## config.mk

```make
export PLATFORM = sky130hd
export DESIGN_NAME = mss_ctrl
export DESIGN_NICKNAME = d
export VERILOG_FILES = /design/src/design/mss_pkg.sv /design/src/design/mss_ctrl.sv
export SDC_FILE = /design/constraint.sdc
export NUM_CORES = 1
export LEC_CHECK = 0
export BUFFER_PORTS_ARGS = -buffer_cell sky130_fd_sc_hd__buf_2
export CORE_ASPECT_RATIO = 0.6
export CORE_MARGIN = 3
export CORE_UTILIZATION = 51
export CTS_BUF_LIST = sky130_fd_sc_hd__clkbuf_16
export DETAILED_ROUTE_END_ITERATION = 7
export PLACE_DENSITY = 0.81
export SYNTH_ARGS = -nofsm -noshare
export SYNTH_HDL_FRONTEND = slang
export SYNTH_SLANG_ARGS = --single-unit
```

## constraint.sdc

```tcl
create_clock -name clk -period 2.1 [get_ports clk]
set_input_delay 0.105 -clock clk [delete_from_list [all_inputs] [get_ports clk]]
set_output_delay 0.105 -clock clk [all_outputs]
set_load 0.05 [all_outputs]
```

## src/design/mss_pkg.sv

```systemverilog
// shared constants and control types for the max submatrix sum block
package mss_pkg;

  // default sizes
  localparam int DEF_MAX_ROWS  = 32;
  localparam int DEF_MAX_COLS  = 32;
  localparam int DEF_ELEM_BITS = 16;

  // configuration port
  localparam int CFG_ADDR_W = 2;
  localparam int CFG_DATA_W = 6;
  localparam logic [CFG_ADDR_W-1:0] REG_NUM_ROWS = 2'd0;
  localparam logic [CFG_ADDR_W-1:0] REG_NUM_COLS = 2'd1;

  // result field widths
  localparam int SUM_OUT_W = 25;
  localparam int IDX_OUT_W = 6;

  // commands from controller to datapath
  typedef struct packed {
    logic load_we;     // write accepted element into the matrix store
    logic issue;       // start one (top, bottom, column) step of the search
    logic first_row;   // bottom row equals top row: column sums start from zero
    logic col_first;   // first column of a row pair: kadane run restarts
    logic clear_best;  // new search begins
    logic publish;     // copy best into the result register
  } mss_cmd_t;

  // status from datapath to controller
  typedef struct packed {
    logic pipe_busy;    // search steps still in flight
    logic out_pending;  // result register holds an untaken result
  } mss_stat_t;

endpackage

```

## src/design/mss_ctrl.sv

```systemverilog
// controller: size registers, load counters and the row-pair / column sequencer
module mss_ctrl #(
  parameter int MAX_ROWS = mss_pkg::DEF_MAX_ROWS,
  parameter int MAX_COLS = mss_pkg::DEF_MAX_COLS,
  parameter int RIW      = (MAX_ROWS > 1) ? $clog2(MAX_ROWS) : 1,
  parameter int CIW      = (MAX_COLS > 1) ? $clog2(MAX_COLS) : 1
) (
  input  logic                             clk,
  input  logic                             rst_n,
  input  logic                             in_valid,
  output logic                             in_ready,
  input  logic                             cfg_we,
  input  logic [mss_pkg::CFG_ADDR_W-1:0]   cfg_addr,
  input  logic [mss_pkg::CFG_DATA_W-1:0]   cfg_wdata,
  input  mss_pkg::mss_stat_t               stat,
  output mss_pkg::mss_cmd_t                cmd,
  output logic [RIW-1:0]                   ld_row,
  output logic [CIW-1:0]                   ld_col,
  output logic [RIW-1:0]                   srch_top,
  output logic [RIW-1:0]                   srch_bot,
  output logic [CIW-1:0]                   srch_col
);
  import mss_pkg::*;

  localparam int SRW = $clog2(MAX_ROWS + 1);
  localparam int SCW = $clog2(MAX_COLS + 1);

  localparam logic [1:0] ST_LOAD   = 2'd0;
  localparam logic [1:0] ST_SEARCH = 2'd1;
  localparam logic [1:0] ST_DRAIN  = 2'd2;

  logic [1:0]     state_r, state_nxt;
  logic [SRW-1:0] nrows_r, nrows_nxt;
  logic [SCW-1:0] ncols_r, ncols_nxt;
  logic [RIW-1:0] ld_row_r, ld_row_nxt;
  logic [CIW-1:0] ld_col_r, ld_col_nxt;
  logic [RIW-1:0] top_r, top_nxt;
  logic [RIW-1:0] bot_r, bot_nxt;
  logic [CIW-1:0] col_r, col_nxt;

  logic accept;
  logic ld_col_last, ld_row_last;
  logic col_last, bot_last, top_last;
  logic publish;

  assign in_ready = (state_r == ST_LOAD);
  assign accept   = in_valid && in_ready;

  // end-of-range flags
  assign ld_col_last = (SCW'(ld_col_r) + SCW'(1)) == ncols_r;
  assign ld_row_last = (SRW'(ld_row_r) + SRW'(1)) == nrows_r;
  assign col_last    = (SCW'(col_r) + SCW'(1)) == ncols_r;
  assign bot_last    = (SRW'(bot_r) + SRW'(1)) == nrows_r;
  assign top_last    = (SRW'(top_r) + SRW'(1)) == nrows_r;

  assign publish = (state_r == ST_DRAIN) && !stat.pipe_busy && !stat.out_pending;

  // size registers, clamped into 1..max
  always_comb begin
    nrows_nxt = nrows_r;
    ncols_nxt = ncols_r;
    if (cfg_we && cfg_addr == REG_NUM_ROWS) begin
      if (cfg_wdata == '0) begin
        nrows_nxt = SRW'(1);
      end else if (32'(cfg_wdata) > 32'(MAX_ROWS)) begin
        nrows_nxt = SRW'(MAX_ROWS);
      end else begin
        nrows_nxt = SRW'(cfg_wdata);
      end
    end
    if (cfg_we && cfg_addr == REG_NUM_COLS) begin
      if (cfg_wdata == '0) begin
        ncols_nxt = SCW'(1);
      end else if (32'(cfg_wdata) > 32'(MAX_COLS)) begin
        ncols_nxt = SCW'(MAX_COLS);
      end else begin
        ncols_nxt = SCW'(cfg_wdata);
      end
    end
  end

  // load position, restarted by any size write
  always_comb begin
    ld_row_nxt = ld_row_r;
    ld_col_nxt = ld_col_r;
    if (cfg_we && (cfg_addr == REG_NUM_ROWS || cfg_addr == REG_NUM_COLS)) begin
      ld_row_nxt = '0;
      ld_col_nxt = '0;
    end else if (accept) begin
      if (ld_col_last) begin
        ld_col_nxt = '0;
        ld_row_nxt = ld_row_last ? '0 : ld_row_r + RIW'(1);
      end else begin
        ld_col_nxt = ld_col_r + CIW'(1);
      end
    end
  end

  // state and search sequencer
  always_comb begin
    state_nxt = state_r;
    top_nxt   = top_r;
    bot_nxt   = bot_r;
    col_nxt   = col_r;
    case (state_r)
      ST_LOAD: begin
        if (accept && ld_col_last && ld_row_last) begin
          state_nxt = ST_SEARCH;
          top_nxt   = '0;
          bot_nxt   = '0;
          col_nxt   = '0;
        end
      end
      ST_SEARCH: begin
        if (col_last) begin
          col_nxt = '0;
          if (bot_last) begin
            if (top_last) begin
              state_nxt = ST_DRAIN;
            end else begin
              top_nxt = top_r + RIW'(1);
              bot_nxt = top_r + RIW'(1);
            end
          end else begin
            bot_nxt = bot_r + RIW'(1);
          end
        end else begin
          col_nxt = col_r + CIW'(1);
        end
      end
      ST_DRAIN: begin
        if (publish) begin
          state_nxt = ST_LOAD;
        end
      end
      default: begin
        state_nxt = ST_LOAD;
      end
    endcase
  end

  always_ff @(posedge clk) begin
    if (!rst_n) begin
      state_r  <= ST_LOAD;
      nrows_r  <= SRW'(1);
      ncols_r  <= SCW'(1);
      ld_row_r <= '0;
      ld_col_r <= '0;
      top_r    <= '0;
      bot_r    <= '0;
      col_r    <= '0;
    end else begin
      state_r  <= state_nxt;
      nrows_r  <= nrows_nxt;
      ncols_r  <= ncols_nxt;
      ld_row_r <= ld_row_nxt;
      ld_col_r <= ld_col_nxt;
      top_r    <= top_nxt;
      bot_r    <= bot_nxt;
      col_r    <= col_nxt;
    end
  end

  // commands
  always_comb begin
    cmd            = '0;
    cmd.load_we    = accept;
    cmd.issue      = (state_r == ST_SEARCH);
    cmd.first_row  = (bot_r == top_r);
    cmd.col_first  = (col_r == '0);
    cmd.clear_best = accept && ld_col_last && ld_row_last;
    cmd.publish    = publish;
  end

  assign ld_row   = ld_row_r;
  assign ld_col   = ld_col_r;
  assign srch_top = top_r;
  assign srch_bot = bot_r;
  assign srch_col = col_r;

endmodule

```

; ---- Yosys cells after proc, flatten, opt, wreduce, memory -nomap -nowiden
; Cells that the tools add are included.
[totals]
regBits = 39
input_bits = 14
out_inout_bits = 32
word_cells = 78
[classes]
n_addsub = 10
n_lt_le_gt_ge = 1
n_eq_ne = 16
muxes = 20
bitwise = 1
reduce_logical = 22
[ops]
columns = op, count
row1 = 2-to-1 mux 5 bit, 9
row2 = "adder 5 x 1 -> 6 bit, second input constant", 5
row3 = == test 6 bit, 5
row4 = one-hot mux 5 bit (2 select lines), 3
row5 = "adder 5 x 1 -> 5 bit, second input constant", 5
row6 = 2-to-1 mux 6 bit, 2
row7 = 2-to-1 mux 2 bit, 5
row8 = AND reduction 5 bit, 2
row9 = logical AND 1 bit, 8
row10 = "!= test 2 x 1 -> 1 bit, second input constant", 4
row11 = "greater-than comparator 6 bit, second input constant", 1
row12 = zero test 6 bit, 1
row13 = one-hot mux 2 bit (3 select lines), 1
row14 = == test 5 bit, 1
row15 = zero test 5 bit, 1
row16 = "== test 2 x 1 -> 1 bit, second input constant", 2
row17 = zero test 2 bit, 2
row18 = "!= test 2 bit, second input constant", 2
row19 = AND reduction 2 bit, 2
row20 = AND reduction 4 bit, 1
row21 = "!= test 3 bit, second input constant", 1
row22 = "== test 2 bit, second input constant", 1
row23 = zero test 1 bit, 2
row24 = nonzero test 2 bit, 1
row25 = 3 further kinds, 3

; ---- Logic depth before layout (Yosys ltp)
[logic_depth]
ltp_word = 6
depth_mapped = 9
depth_no_buf = 8

; ---- Least setup slack after synthesis
; No wires, ideal clock.
[synth_timing]
kind = reg-to-reg
from = reg ld_col_r[0] (netlist: ld_col[0])
to = reg state_r[0]
setup_time_ns = 0.060
t_arrival_ns = 2.840
t_required_ns = 2.040
path_slack_ns = -0.800
stages_incl_launch_ff = 9
path_buffers = 0
synth_period_minus_slack_ns = 2.900
path_cell_list = dfxtp_1 > ha_1 > xnor2_1 > nand3_1 > a211o_1 > nor2_1 > nand2_1 > nor2_1 > o21a_1
[synth_lines]
columns = item, line_no
row1 = start: declaration, mss_ctrl.sv:36  ; logic [CIW-1:0] ld_col_r, ld_col_nxt;
row2 = start signal: assignment, mss_ctrl.sv:157  ; ld_col_r <= ld_col_nxt;
row3 = end signal: assignment, mss_ctrl.sv:153  ; state_r <= state_nxt;
row4 = end: declaration, mss_ctrl.sv:32  ; logic [1:0] state_r, state_nxt;

; ---- Worst setup path in the final report
[layout_timing]
from = reg bot_r[0] (netlist: srch_bot[0])
to = reg top_r[3] (netlist: srch_top[3])
[layout_via]
elab_chain_cells = 4
[layout_rtl]
columns = item, line_no
row1 = start: declaration, mss_ctrl.sv:38  ; logic [RIW-1:0] bot_r, bot_nxt;
row2 = start signal: assignment, mss_ctrl.sv:159  ; bot_r <= bot_nxt;
row3 = adder 5 x 1 -> 6 bit, mss_ctrl.sv:53  ; assign bot_last = (SRW'(bot_r) + SRW'(1)) == nrows_r;
row4 = == test 6 bit, mss_ctrl.sv:53
row5 = != test 2 x 1 -> 1 bit (no source line), n/a
row6 = AND reduction 5 bit (no source line), n/a
row7 = end signal: assignment, mss_ctrl.sv:158  ; top_r <= top_nxt;
row8 = end: declaration, mss_ctrl.sv:37  ; logic [RIW-1:0] top_r, top_nxt;
; Every way passes these cells.
; A chain may end at the register's enable or synchronous reset.

==> qor.csv <==
metric,value,unit
cts.reportedPaths.clkPinSlew,60,ps
netlist_instances,316,
layout_commonest_cell,buf_4,
critPathLaunch,srch_bot[0]$_SDFFE_PN0P_,
rrSetupSlack,-280,ps
synth_top_family_by_area,simple AND/OR/NAND/NOR gates,
syn_area_per_cell,8.18,sq um
ys_warn_count,0,
top_usage_layer,met2,
num_rows,19,
drt-pass1-iter-count,5,
period_needed,2380,ps
synth_adder_area_share,0.0291,
route.detailed.drc,0,
io_pins,46,
post_synth_num_cell_types,52,
powerDensity,658,mW/mm^2
numPortBuffers,45,
htree_levels,2,
p_switching,0.000899,W
die_h,61.1,um
grt_use_met3,0.0656,
syn_nets,336,
synth_compound_area_frac,0.136,
ys.flop_type,dfxtp_1,
slew_headroom,0.555,
grt_pass1_wl,13300,um
grt_setup_unrepaired,yes,
cts_num_sinks,39,
placed_cells,476,
whs,185,ps
grt_pass1_vias,2787,
grtUsageTotal,0.283,
async_flop_share,0,
internal_power,0.00167,W
hp-start,cfg_wdata[5],
num_antenna_cells,0,
fin_cells,492,
netlist_area,0.00258,sq mm
netSwitchingFraction,0.350,
ys_seq_area_frac,0.302,
root_buffer,clkbuf_16,
globalplace.congestion,0.928,
coreArea,0.00473,sq mm
min_path_type,in2reg,
path_max_fanout,5,
regArea,853,sq um
clk-insertion-delay-late,280,ps
synthMuxAreaShare,0.0741,
crit_arrival,2570,ps
cp_data_required_time,2280,ps
reg2reg_from,srch_bot[0]$_SDFFE_PN0P_,
crit_path_end_kind,register,
finalWorstSetupSlack,-285,ps
drtAntennaViolNets,0,
p_seq_frac,0.306,
power_leakage,1.72,nW
wirelength,8580,um
start_util,0.546,
fill_cells,256,
fin_crit_sh,1.14,
antenna_found_initial,0,
violations,negative setup slack,
grt.overflow.total,0,
synth_xor_area_frac,0.165,
maxCapViolCount,0,
use_met1,0.372,
cts_tree,done,
die_area,0.00598,sq mm
vias,2839,
synth-simple-area-share,0.249,
multi_input_area,0.00197,sq mm
finalHoldViolations,0,
grt_max_degree,17,
final_cell_mix,"72 x buf_4, 44 x buf_2, 34 x nor2_1, 29 x nand2_1, 24 x xnor2_1",
met2_usage,0.475,
place_hpwl,6010,um
critPathLaunchType,register,
wl_per_cell,17.4,um
drv_slew,0,
ys_ff_latch,39,
viasPerCell,5.77,
fin_skew,6.28,ps
critPathKind,reg2reg,
place_ws,-295,ps
setup_viol,23,
power_frac_clock,0.283,
ir_drop,0.000605,V
worst_slew_pin_slew,665,ps
setup_tns,-3070,ps
synth_edf_count,0,
nets,448,
outcome,finished with violations,
cts_buffer_depth,2,
power_frac_comb,0.410,
syn_to_final_growth,51.3,%
die_w,97.9,um
drive_above_1_share,0.464,
fmax,419,MHz
drt-initial-drc-count,242,
cts_buffers,5,
==> power groups by stage <==
stage / logic, W / registers [W] / clock network (W)
after floorplan: 0.000488 / 0.000854 / 0
after global placement: 0.000808 / 0.000799 / 0
after detailed placement: 0.000837 / 0.000801 / 0
after CTS: 0.000994 / 0.000787 / 0.000731
after global routing: 0.00111 / 0.000791 / 0.000768
final: 0.00106 / 0.000788 / 0.000729
==> synthesized netlist by cell type (all sizes together), types with 5 or more instances <==
cell type / n / area (sq um)
nand3: 18 / 90.1
dfxtp: 39 / 781
o211ai: 5 / 37.5
buf: 6 / 40.0
nor2: 39 / 146
and3: 7 / 43.8
o21ai: 9 / 48.8
xnor2: 28 / 245
xor2: 18 / 158
nor3: 9 / 45.0
mux2i: 18 / 180
nand2b: 8 / 50.1
nand2: 30 / 113
inv: 8 / 30.0
a31oi: 6 / 37.5
clkbuf: 11 / 42.5
ha: 6 / 75.1
==> stage by stage <==
| step | utilization | cell area [sq um] | power, W |
|---|---|---|---|
| floorplan | - | 2760 | 0.00134 |
| global placement | 0.737 | 3490 | 0.00161 |
| detailed placement | 0.737 | 3490 | 0.00164 |
| CTS | 0.811 | 3840 | 0.00251 |
| global route | 0.827 | 3910 | 0.00267 |
| finish | 0.827 | 3910 | 0.00257 |
==> routing by layer <==
metal	wire length, um	part of all wire	up-vias
li1	-	-	1336
met1	3960	0.46	1355
met2	3860	0.45	125
met3	567	0.066	23
met4	187	0.022	0
met5	0	0	-
==> worst paths after layout <==
check                                  end  depth (start not counted)
setup / recovery  srch_top[3]$_SDFFE_PN0P_                          8
hold / removal     ncols_r[5]$_SDFFE_PN0P_                          3
setup reg to reg  srch_top[3]$_SDFFE_PN0P_                          8
hold reg to reg   srch_top[2]$_SDFFE_PN0P_                          1
==> registers in the layout, summed over array words and instances, names as in the netlist <==
signal,cells
ld_col,5
ld_row,5
ncols_r,6
nrows_r,6
srch_bot,5
srch_col,5
srch_top,5
state_r,2
==> cell families (layout without fill, tap and decap cells) <==
family / Yosys count / after routing
AOI/OAI and AO/OA: 47 / 47
and+or+nand+nor: 132 / 132
DFF: 39 / 39
adders and majority gates: 6 / 6
xor gates and xnor gates: 47 / 47
muxes: 19 / 19
buffers and inverters: 26 / 139
==> cell type report <==
type | count | share of cell area
well taps | 63 | 0.0202
clock inverters | 3 | 0.00320
inverters | 9 | 0.00864
clock buffers | 5 | 0.0320
repair buffers | 122 | 0.213
flip-flops and latches | 39 | 0.218
multi-input cells | 251 | 0.505
==> critical path, cell delays in order, from the launching register on <==
cell	delay, ps
dfxtp_4	360
ha_4	240
xor2_2	150
a211o_1	240
a221oi_2	240
nand3_2	230
nand2b_4	200
or3_4	410
o31ai_2	220
==> timing repair <==
item                       4_1_cts  5_1_grt
resized for setup               28       14
setup endpoints to repair       23       24
pin swaps                       23       16
hold buffers                     0        0
buffers inserted                 8        4
No activity file was read; power rests on OpenSTA's default activity.
